==> config.mk <==
export PLATFORM = sky130hd
export DESIGN_NAME = hba_front
export DESIGN_NICKNAME = d
export VERILOG_FILES = /design/src/hdl/hba_pkg.sv /design/src/hdl/hba_front.sv
export SDC_FILE = /design/constraint.sdc
export NUM_CORES = 1
export LEC_CHECK = 0
export ABC_AREA = 0
export BUFFER_PORTS_ARGS = -buffer_cell sky130_fd_sc_hd__buf_2
export CORE_UTILIZATION = 35
export DETAILED_ROUTE_END_ITERATION = 12
export PLACE_DENSITY = 0.86
export SKIP_LAST_GASP = 1
export SYNTH_ARGS = -nofsm -noshare
export SYNTH_HDL_FRONTEND = slang
export SYNTH_SLANG_ARGS = --single-unit
==> constraint.sdc <==
create_clock -name vclk -period 1.75
set_input_delay 0.175 -clock vclk [all_inputs]
set_output_delay 0.175 -clock vclk [all_outputs]
set_load 0.02 [all_outputs]
==> src/hdl/hba_pkg.sv <==
// ----------------------------------------------------------------------------
// hba_pkg
// Shared types and constants for the header tagged bump allocator.
// ----------------------------------------------------------------------------
package hba_pkg;

  localparam int ARENA_BYTES_DEF = 65536;
  localparam int MAX_ALIGN_DEF   = 256;

  localparam logic [31:0] FREED_BIT = 32'h8000_0000;
  localparam logic [31:0] SIZE_MASK = 32'h7fff_ffff;
  localparam int          WORD_BYTES = 4;

  localparam logic [16:0] ARENA_SIZE_RST = 17'd65536;
  localparam logic [31:0] PAD_WORD_RST   = 32'hffff_ffff;

  localparam logic REG_ARENA_SIZE = 1'b0;
  localparam logic REG_PAD_WORD   = 1'b1;

  localparam logic OP_ALLOC = 1'b0;
  localparam logic OP_FREE  = 1'b1;

  localparam logic [2:0] ST_OK        = 3'd0;
  localparam logic [2:0] ST_EXHAUSTED = 3'd1;
  localparam logic [2:0] ST_BAD_REQ   = 3'd2;
  localparam logic [2:0] ST_OUTSIDE   = 3'd3;
  localparam logic [2:0] ST_DBL_FREE  = 3'd4;
  localparam logic [2:0] ST_NULL      = 3'd5;

  typedef enum logic [1:0] {
    CMD_ALLOC,
    CMD_FREE,
    CMD_REJECT
  } cmd_kind_t;

  typedef struct packed {
    cmd_kind_t   kind;
    logic [2:0]  status;
    logic [16:0] request_bytes;
    logic [8:0]  align_bytes;
    logic [15:0] block_offset;
  } cmd_t;

  typedef struct packed {
    logic [15:0] data_offset;
    logic [2:0]  status;
    logic [16:0] bytes_in_use;
    logic [14:0] live_blocks;
    logic [16:0] reclaim_offset;
  } result_t;

endpackage

==> src/hdl/hba_front.sv <==
// ----------------------------------------------------------------------------
// hba_front
// Request checks: sorts each input word into allocate, free or reject.
// ----------------------------------------------------------------------------
module hba_front #(
  parameter int MAX_ALIGN = hba_pkg::MAX_ALIGN_DEF
) (
  input  logic              in_valid,
  output logic              in_ready,
  input  logic              operation,
  input  logic [16:0]       request_bytes,
  input  logic [8:0]        align_bytes,
  input  logic [15:0]       block_offset,
  input  logic [16:0]       limit,
  output logic              push_valid,
  input  logic              push_ready,
  output hba_pkg::cmd_t     push_cmd
);

  logic align_bad;

  assign align_bad = (align_bytes == 9'd0) || (align_bytes[1:0] != 2'b00) ||
                     ({4'b0, align_bytes} > 13'(MAX_ALIGN));

  assign in_ready   = push_ready;
  assign push_valid = in_valid;

  always_comb begin
    push_cmd.request_bytes = request_bytes;
    push_cmd.align_bytes   = align_bytes;
    push_cmd.block_offset  = block_offset;
    push_cmd.status        = hba_pkg::ST_OK;
    push_cmd.kind          = hba_pkg::CMD_REJECT;
    if (operation == hba_pkg::OP_ALLOC) begin
      if (request_bytes == 17'd0 || align_bad) begin
        push_cmd.status = hba_pkg::ST_BAD_REQ;
      end else begin
        push_cmd.kind = hba_pkg::CMD_ALLOC;
      end
    end else begin
      priority if (block_offset == 16'd0) begin
        push_cmd.status = hba_pkg::ST_NULL;
      end else if (block_offset[1:0] != 2'b00) begin
        push_cmd.status = hba_pkg::ST_BAD_REQ;
      end else if ({1'b0, block_offset} >= limit) begin
        push_cmd.status = hba_pkg::ST_OUTSIDE;
      end else begin
        push_cmd.kind = hba_pkg::CMD_FREE;
      end
    end
  end

endmodule

==> out/qor.yml <==
status: "completed"
grt_overflow: 0
pin_count: 111
required_ns: 1.57
nFlopsAndLatches: 0
max-vdd-ir-drop_mv: 0.158
p_comb_share_pct: 100.0
slew_headroom_pct: 71.6
hpwl_mm: 2.11
synth_fa_ha_area_share_pct: 22.0
intPower_mw: 0.176
synth_area_leaders: "buf_4 (36%), ha_1 (22%), inv_1 (8.3%)"
syn_inst: 125
worst_slew_pin_slew_ns: 0.422
synth_simple_gate_area_share_pct: 20.9
seq_area_frac_synth_pct: 0
synthMuxAreaShare_pct: 0
grt_max_degree: 5
synth-xor-area-share_pct: 0.964
synth.distinct_cells: 26
antenna_left: 0
hold_viol: 0
synth_top_area_share_pct: 36.4
seq_power_share_pct: 0
drive_gt1_share_pct: 74.4
synth_top_family_by_area: "buffers and inverters"
cp-end-kind: "output port"
path_cells: "buf_2 > or4_4 > nor3_2 > xor2_1 > nor3_2 > a311oi_2 > buf_4"
hold_path.class: "in2out"
ys_top_cells_by_count: "buf_4 (44), inv_1 (20), ha_1 (16)"
synthesis.area_um2: 908
p_per_area_mw_per_mm2: 263
path_buf_inv: 2
fillers: 257
synth_warnings: 0
leakage_nw: 0.776
arrival_ns: 1.55
avgRoutedWirePerCell_um: 11.5
n_antenna_cell: 0
p_clk_share_pct: 0
vias_per_cell: 4.73
max-cap-violations: 0
synth_compound_area_share_pct: 11.4
path_common_cell: "nor3_2"
synth.avg_cell_area_um2: 7.27
num_rows: 18
start_util_pct: 37.0
critPathMaxStageDelay_ns: 0.52
drcViolationCount: 0
totalWireLength_mm: 2.58
coreArea_mm2: 0.00245
place_ws_ns: -0.169
maxSlewViolCount: 0
fp.dieW_um: 52.9
port-buffer-count: 107
startpoint_type: "input port"
p_switching_mw: 0.200
grt_pass1_vias: 930
worst_path_max_delay_cell: "or4_4"
path_class: "in2out"
max_freq_mhz: 580
multiInputGateArea_um2: 647
grt_pass1_wl_mm: 3.63
setup_violations: 0
worst_slack_ns: 0.0271
crit_fanout: 2
detailedRoute.firstPassIterationCount: 4
synth_top_area_cell: "buf_4"
die-height_um: 52.9
register_area_um2: 0
rsz0062_at_grt: "yes"
period_share_pct: 98.5
nClkBuffers: 0
synth.most_common_cell: "buf_4"
drt_iter0_markers: 4
num-nets-final: 275
finalWeightedCongestion: 0.744
track_usage_pct: 16.8
design.die.area_mm2: 0.00280
switching_share_pct: 53.2
cpLargestDelayFamily: "simple AND/OR/NAND/NOR gates"
area_growth_pct: 57.2
via_count: 1065
antenna_found_initial: 0
syn_nets: 203
min_period_ns: 1.72
fin_util_pct: 58.2
[metal layers]
| layer | up-vias | track usage (%) | share of wire [%] |
|---|---|---|---|
| met5 | - | 0 | 0 |
| li1 | 530 | - | - |
| met4 | 0 | 0.439 | 0.77 |
| met1 | 469 | 16.3 | 34 |
| met3 | 4 | 1.44 | 9.5 |
| met2 | 62 | 38.2 | 56 |
[timing repair]
| action | 4_1_cts | 5_1_grt |
|---|---|---|
| setup endpoints to repair | 4 | 4 |
| gates resized for setup | 21 | 28 |
| hold buffers | 0 | 0 |
| setup buffers | 1 | 0 |
| pin swaps | 11 | 12 |
[per-stage QoR]
stage	cell area [µm²]	power, mW	hold WS [ns]	instances	TNS [ns]
2_1_floorplan	908	0.228	0.463	125	0
3_3_place_gp	1200	0.306	0.350	224	-0.281
4_1_cts	1310	0.342	0.350	225	0
5_1_grt	1430	0.415	0.350	225	-0.103
3_5_place_dp	1200	0.310	0.350	224	-0.501
6_report	1430	0.375	0.350	225	0
[power by group through the flow]
stage / clock network, mW / logic (mW) / registers [mW]
6_report: 0 / 0.375 / 0
2_1_floorplan: 0 / 0.228 / 0
4_1_cts: 0 / 0.342 / 0
3_3_place_gp: 0 / 0.306 / 0
5_1_grt: 0 / 0.415 / 0
3_5_place_dp: 0 / 0.310 / 0
[cells by family after synthesis]
family / after synthesis
adder cells (fa/ha/maj): 16
XOR/XNOR: 1
buffers and inverters: 64
AO/OA/AOI/OAI: 15
AND/OR/NAND/NOR: 29
[cell usage in the layout (no fill, tap or decap), types with 2 or more instances in the layout]
cell / netlist / final
a211oi_2: 0 / 2
a21boi_1: 2 / 2
a21oi_1: 5 / 3
a21oi_2: 0 / 2
buf_2: 0 / 91
buf_4: 44 / 13
buf_6: 0 / 10
ha_1: 16 / 9
ha_4: 0 / 7
inv_1: 20 / 12
inv_2: 0 / 7
nand3_1: 2 / 2
nand4_1: 4 / 4
nor2_1: 5 / 4
nor3_2: 1 / 2
nor4_1: 7 / 5
nor4_2: 0 / 2
[path summary, 6_finish.rpt]
check / startpoint / cells past startpoint / end / slack, ns
max: align_bytes[5] / 7 / push_cmd[43] / 0.03
min: push_ready / 0 / in_ready / 0.35
[final cells by class]
class	instances	share of cell area (%)
timing repair buffer	114	46.6
multi-input combinational	61	45.3
inverter	20	5.43
tap	30	2.63
No activity file was read; power rests on OpenSTA's default activity.
