===== src/hdl/hba_pkg.sv =====
// ----------------------------------------------------------------------------
// hba_pkg
// Shared types and constants for the header tagged bump allocator.
// ----------------------------------------------------------------------------
package hba_pkg;

  localparam int ARENA_BYTES_DEF = 65536;
  localparam int MAX_ALIGN_DEF   = 256;

  localparam logic [31:0] FREED_BIT = 32'h8000_0000;
  localparam logic [31:0] SIZE_MASK = 32'h7fff_ffff;
  localparam int          WORD_BYTES = 4;

  localparam logic [16:0] ARENA_SIZE_RST = 17'd65536;
  localparam logic [31:0] PAD_WORD_RST   = 32'hffff_ffff;

  localparam logic REG_ARENA_SIZE = 1'b0;
  localparam logic REG_PAD_WORD   = 1'b1;

  localparam logic OP_ALLOC = 1'b0;
  localparam logic OP_FREE  = 1'b1;

  localparam logic [2:0] ST_OK        = 3'd0;
  localparam logic [2:0] ST_EXHAUSTED = 3'd1;
  localparam logic [2:0] ST_BAD_REQ   = 3'd2;
  localparam logic [2:0] ST_OUTSIDE   = 3'd3;
  localparam logic [2:0] ST_DBL_FREE  = 3'd4;
  localparam logic [2:0] ST_NULL      = 3'd5;

  typedef enum logic [1:0] {
    CMD_ALLOC,
    CMD_FREE,
    CMD_REJECT
  } cmd_kind_t;

  typedef struct packed {
    cmd_kind_t   kind;
    logic [2:0]  status;
    logic [16:0] request_bytes;
    logic [8:0]  align_bytes;
    logic [15:0] block_offset;
  } cmd_t;

  typedef struct packed {
    logic [15:0] data_offset;
    logic [2:0]  status;
    logic [16:0] bytes_in_use;
    logic [14:0] live_blocks;
    logic [16:0] reclaim_offset;
  } result_t;

endpackage


===== src/hdl/hba_queue.sv =====
// ----------------------------------------------------------------------------
// hba_queue
// Two entry command queue between the front and the back.
// ----------------------------------------------------------------------------
module hba_queue (
  input  logic          clk,
  input  logic          rst,
  input  logic          push_valid,
  output logic          push_ready,
  input  hba_pkg::cmd_t push_cmd,
  output logic          pop_valid,
  input  logic          pop_ready,
  output hba_pkg::cmd_t pop_cmd
);

  hba_pkg::cmd_t entry [2];
  logic          wr_ptr;
  logic          rd_ptr;
  logic [1:0]    count;
  logic          do_push;
  logic          do_pop;

  assign push_ready = (count != 2'd2);
  assign pop_valid  = (count != 2'd0);
  assign pop_cmd    = entry[rd_ptr];
  assign do_push    = push_valid && push_ready;
  assign do_pop     = pop_valid && pop_ready;

  always_ff @(posedge clk) begin
    if (do_push) begin
      entry[wr_ptr] <= push_cmd;
    end
    if (rst) begin
      wr_ptr <= 1'b0;
      rd_ptr <= 1'b0;
      count  <= 2'd0;
    end else begin
      if (do_push) begin
        wr_ptr <= ~wr_ptr;
      end
      if (do_pop) begin
        rd_ptr <= ~rd_ptr;
      end
      count <= count + {1'b0, do_push} - {1'b0, do_pop};
    end
  end

endmodule


===== config.mk =====
export PLATFORM = sky130hd
export DESIGN_NAME = hba_queue
export DESIGN_NICKNAME = d
export VERILOG_FILES = /design/src/hdl/hba_pkg.sv /design/src/hdl/hba_queue.sv
export SDC_FILE = /design/constraint.sdc
export NUM_CORES = 1
export LEC_CHECK = 0
export BUFFER_PORTS_ARGS = -buffer_cell sky130_fd_sc_hd__buf_2
export CAP_MARGIN = 20
export CORE_ASPECT_RATIO = 1.1
export CORE_MARGIN = 5
export CORE_UTILIZATION = 40
export DETAILED_ROUTE_END_ITERATION = 8
export PLACE_DENSITY = 0.6
export SYNTH_ARGS = -nofsm -noshare
export SYNTH_HDL_FRONTEND = slang
export SYNTH_SLANG_ARGS = --single-unit

===== constraint.sdc =====
create_clock -name clk -period 3.6 [get_ports clk]
set_clock_uncertainty 0.15 [all_clocks]
set_input_delay 0.72 -clock clk [delete_from_list [all_inputs] [get_ports clk]]
set_output_delay 0.72 -clock clk [all_outputs]
set_load 0.01 [all_outputs]

==> impl_metrics.py <==
metrics = {
    "global_route": {
        "grt_max_degree": 48,
        "grt_pass1_vias": 2001,
        "antenna_found_initial": 1,
        "grt_usage_pct": 11.6,
        "gr-total-overflow": 0,
        "grt_pass1_wl_microns": 9820,
    },
    "sta": {
        "rsz0062_at_grt": "false",
        "min_period_ns": 2.80,
        "finalHoldViolations": 0,
        "slew-limit-headroom_pct": 52.4,
        "setup_slack_ns": 0.801,
        "tightest_slew_ns": 0.714,
        "whs_ns": 0.386,
        "setup_tns_ns": 0,
        "min_period_over_period_pct": 77.8,
        "slew_violations": 0,
        "finalSetupViolations": 0,
        "fmax_mhz": 357,
    },
    "die": {
        "core-area_sq_um": 9260,
        "fp.dieW_microns": 102,
        "die_height_microns": 111,
        "die_area_sq_um": 11400,
        "start_util_pct": 40.4,
        "io_pins": 100,
        "rows": 37,
    },
    "synth": {
        "synthCells": 170,
        "yosysSeqAreaShare_pct": 78.0,
        "ys_warn_count": 0,
        "syn_nets": 223,
        "syn_area_per_cell_sq_um": 22.0,
        "synth_cell_types": 17,
        "ys_ff_latch": 99,
        "synthesis.area_sq_um": 3740,
    },
    "detailed_routing": {
        "route.detailed.drc": 0,
        "drt_wl_total_microns": 6410,
        "vias": 1836,
        "ant_nets": 0,
        "vias_per_cell": 4.59,
        "drt_iter0_markers": 79,
        "wl_per_cell_microns": 16.0,
        "first_pass_iters": 4,
    },
    "clock_network": {
        "cts.clk_slew.worst_paths_ns": 0.08,
        "post_cts.repair.setup_buffers": 0,
        "cts_inserted_buffers": 9,
        "cts_max_level": 3,
        "cts_tree": "yes",
        "ctsHoldBuffers": 0,
        "post_cts_resized": 0,
        "cts-root-buf": "clkbuf_8",
        "clk_latency_ns": 0.35,
        "cts_sinks": 99,
        "clk_path_buf_depth": 2,
    },
    "power": {
        "finalPower_mw": 2.97,
        "p_leak_nw": 1.77,
        "vdd.ir_drop.worst_uv": 384,
        "power_frac_seq_pct": 51.6,
        "internal_power_mw": 2.18,
        "power_density_nw_per_um2": 650,
        "p_sw_share_pct": 26.4,
        "netSwitchingPower_mw": 0.783,
        "power.share.clock_pct": 22.0,
        "combPwrFrac_pct": 26.4,
    },
    "layout": {
        "final_core_util_pct": 49.3,
        "seqCellArea_sq_um": 2920,
        "multi_input_area_sq_um": 777,
        "diodes": 0,
        "drive_above_1_share_pct": 59.4,
        "layout_commonest_cell": "buf_2",
        "final_cell_mix": "buf_2, edfxtp_1, mux2_4",
        "syn_to_final_growth_pct": 21.9,
        "nets": 332,
        "fill_cells": 813,
    },
    "worst_setup_path": {
        "cp-start-kind": "flip-flop",
        "rr_worst_depth": 3,
        "end_kind": "output pin",
        "path_max_fanout": 29,
        "arrival_ns": 1.93,
        "cp_data_required_time_ns": 2.73,
        "critPathKind": "flip-flop to output pin",
    },
    "place": {
        "dp_hpwl_microns": 4470,
        "gp_congestion": 0.659,
        "pre_cts_slack_ns": 1.13,
        "port-buffer-count": 99,
    },
    "hold_path": {
        "hold_path_class": "flip-flop to flip-flop",
        "holdPathStages": 2,
    },
    "flow_run": {
        "maxCapViolCount": 0,
    },
    "run_status": {
        "status": "completed",
    },
}
## power by group through the flow
| stage | Sequential, mW | Combinational (mW) | Clock (mW) |
|---|---|---|---|
| 2_1_floorplan | 1.51 | 0.576 | 0 |
| 3_3_place_gp | 1.56 | 0.798 | 0 |
| 3_5_place_dp | 1.56 | 0.803 | 0 |
| 4_1_cts | 1.54 | 0.806 | 0.678 |
| 5_1_grt | 1.55 | 0.852 | 0.719 |
| 6_report | 1.53 | 0.784 | 0.652 |
## worst max-delay path: stages (launching register included)
cell	delay [ns]
dfxtp_2	0.75
buf_12	0.30
mux2_2	0.37
buf_2	0.14
## synthesized netlist by cell type
cell	n	area share, %
edfxtp_1	94	75
mux2_4	30	12
mux2_2	18	5.4
dfxtp_1	5	2.7
nor2_1	5	0.50
buf_6	4	1.2
ha_1	2	0.67
nor2b_1	2	0.33
xnor2_1	2	0.47
and3_1	1	0.17
buf_2	1	0.13
inv_1	1	0.10
nand2_1	1	0.10
nand2b_2	1	0.23
o21a_1	1	0.20
or2_2	1	0.17
xor2_1	1	0.23
## path summary, 6_finish.rpt
path	from	endpoint	slack, ns
min	rd_ptr	flip-flop	0.39
max	flip-flop	pop_cmd[14]	0.80
min reg2reg	rd_ptr	flip-flop	0.39
max reg2reg	count[0]	entry[1][21]	1.62
## sequential cells by signal (all words and copies together) (netlist names), named ones only
name / cells
wr_ptr: 1
rd_ptr: 1
entry: 94
count: 2
## stage by stage
stage | instances | cell area [sq um]
6_report | 400 | 4560
5_1_grt | 400 | 4560
4_1_cts | 400 | 4560
3_5_place_dp | 385 | 4390
3_3_place_gp | 385 | 4390
2_1_floorplan | 170 | 3740
## cells by family (layout without fill, tap and decap cells)
family | count (synthesis) | after routing | share of synthesized area, %
AND/OR/NAND/NOR | 11 | 11 | 1.50
XOR/XNOR | 3 | 3 | 0.702
AO/OA/AOI/OAI | 1 | 1 | 0.201
adder cells (fa/ha/maj) | 2 | 2 | 0.668
multiplexers | 48 | 48 | 17.4
flip-flops | 99 | 99 | 78.0
buffers and inverters | 6 | 119 | 1.44
## layer usage
| layer | up-vias | GRT usage [%] | routed length, microns |
|---|---|---|---|
| met5 | - | 0 | 12 |
| met4 | 2 | 5.77 | 120 |
| met3 | 10 | 4.07 | 539 |
| met2 | 61 | 19.4 | 3230 |
| met1 | 891 | 13.1 | 2520 |
| li1 | 872 | - | - |
## cell type report
class,instances,area share (%)
Sequential cell,99,64.1
Multi-Input combinational cell,65,17.0
Timing Repair Buffer,103,11.8
Tap cell,117,3.21
Clock buffer,12,2.96
Clock inverter,3,0.877
Inverter,1,0.0822
No activity file was read; power rests on OpenSTA's default activity.
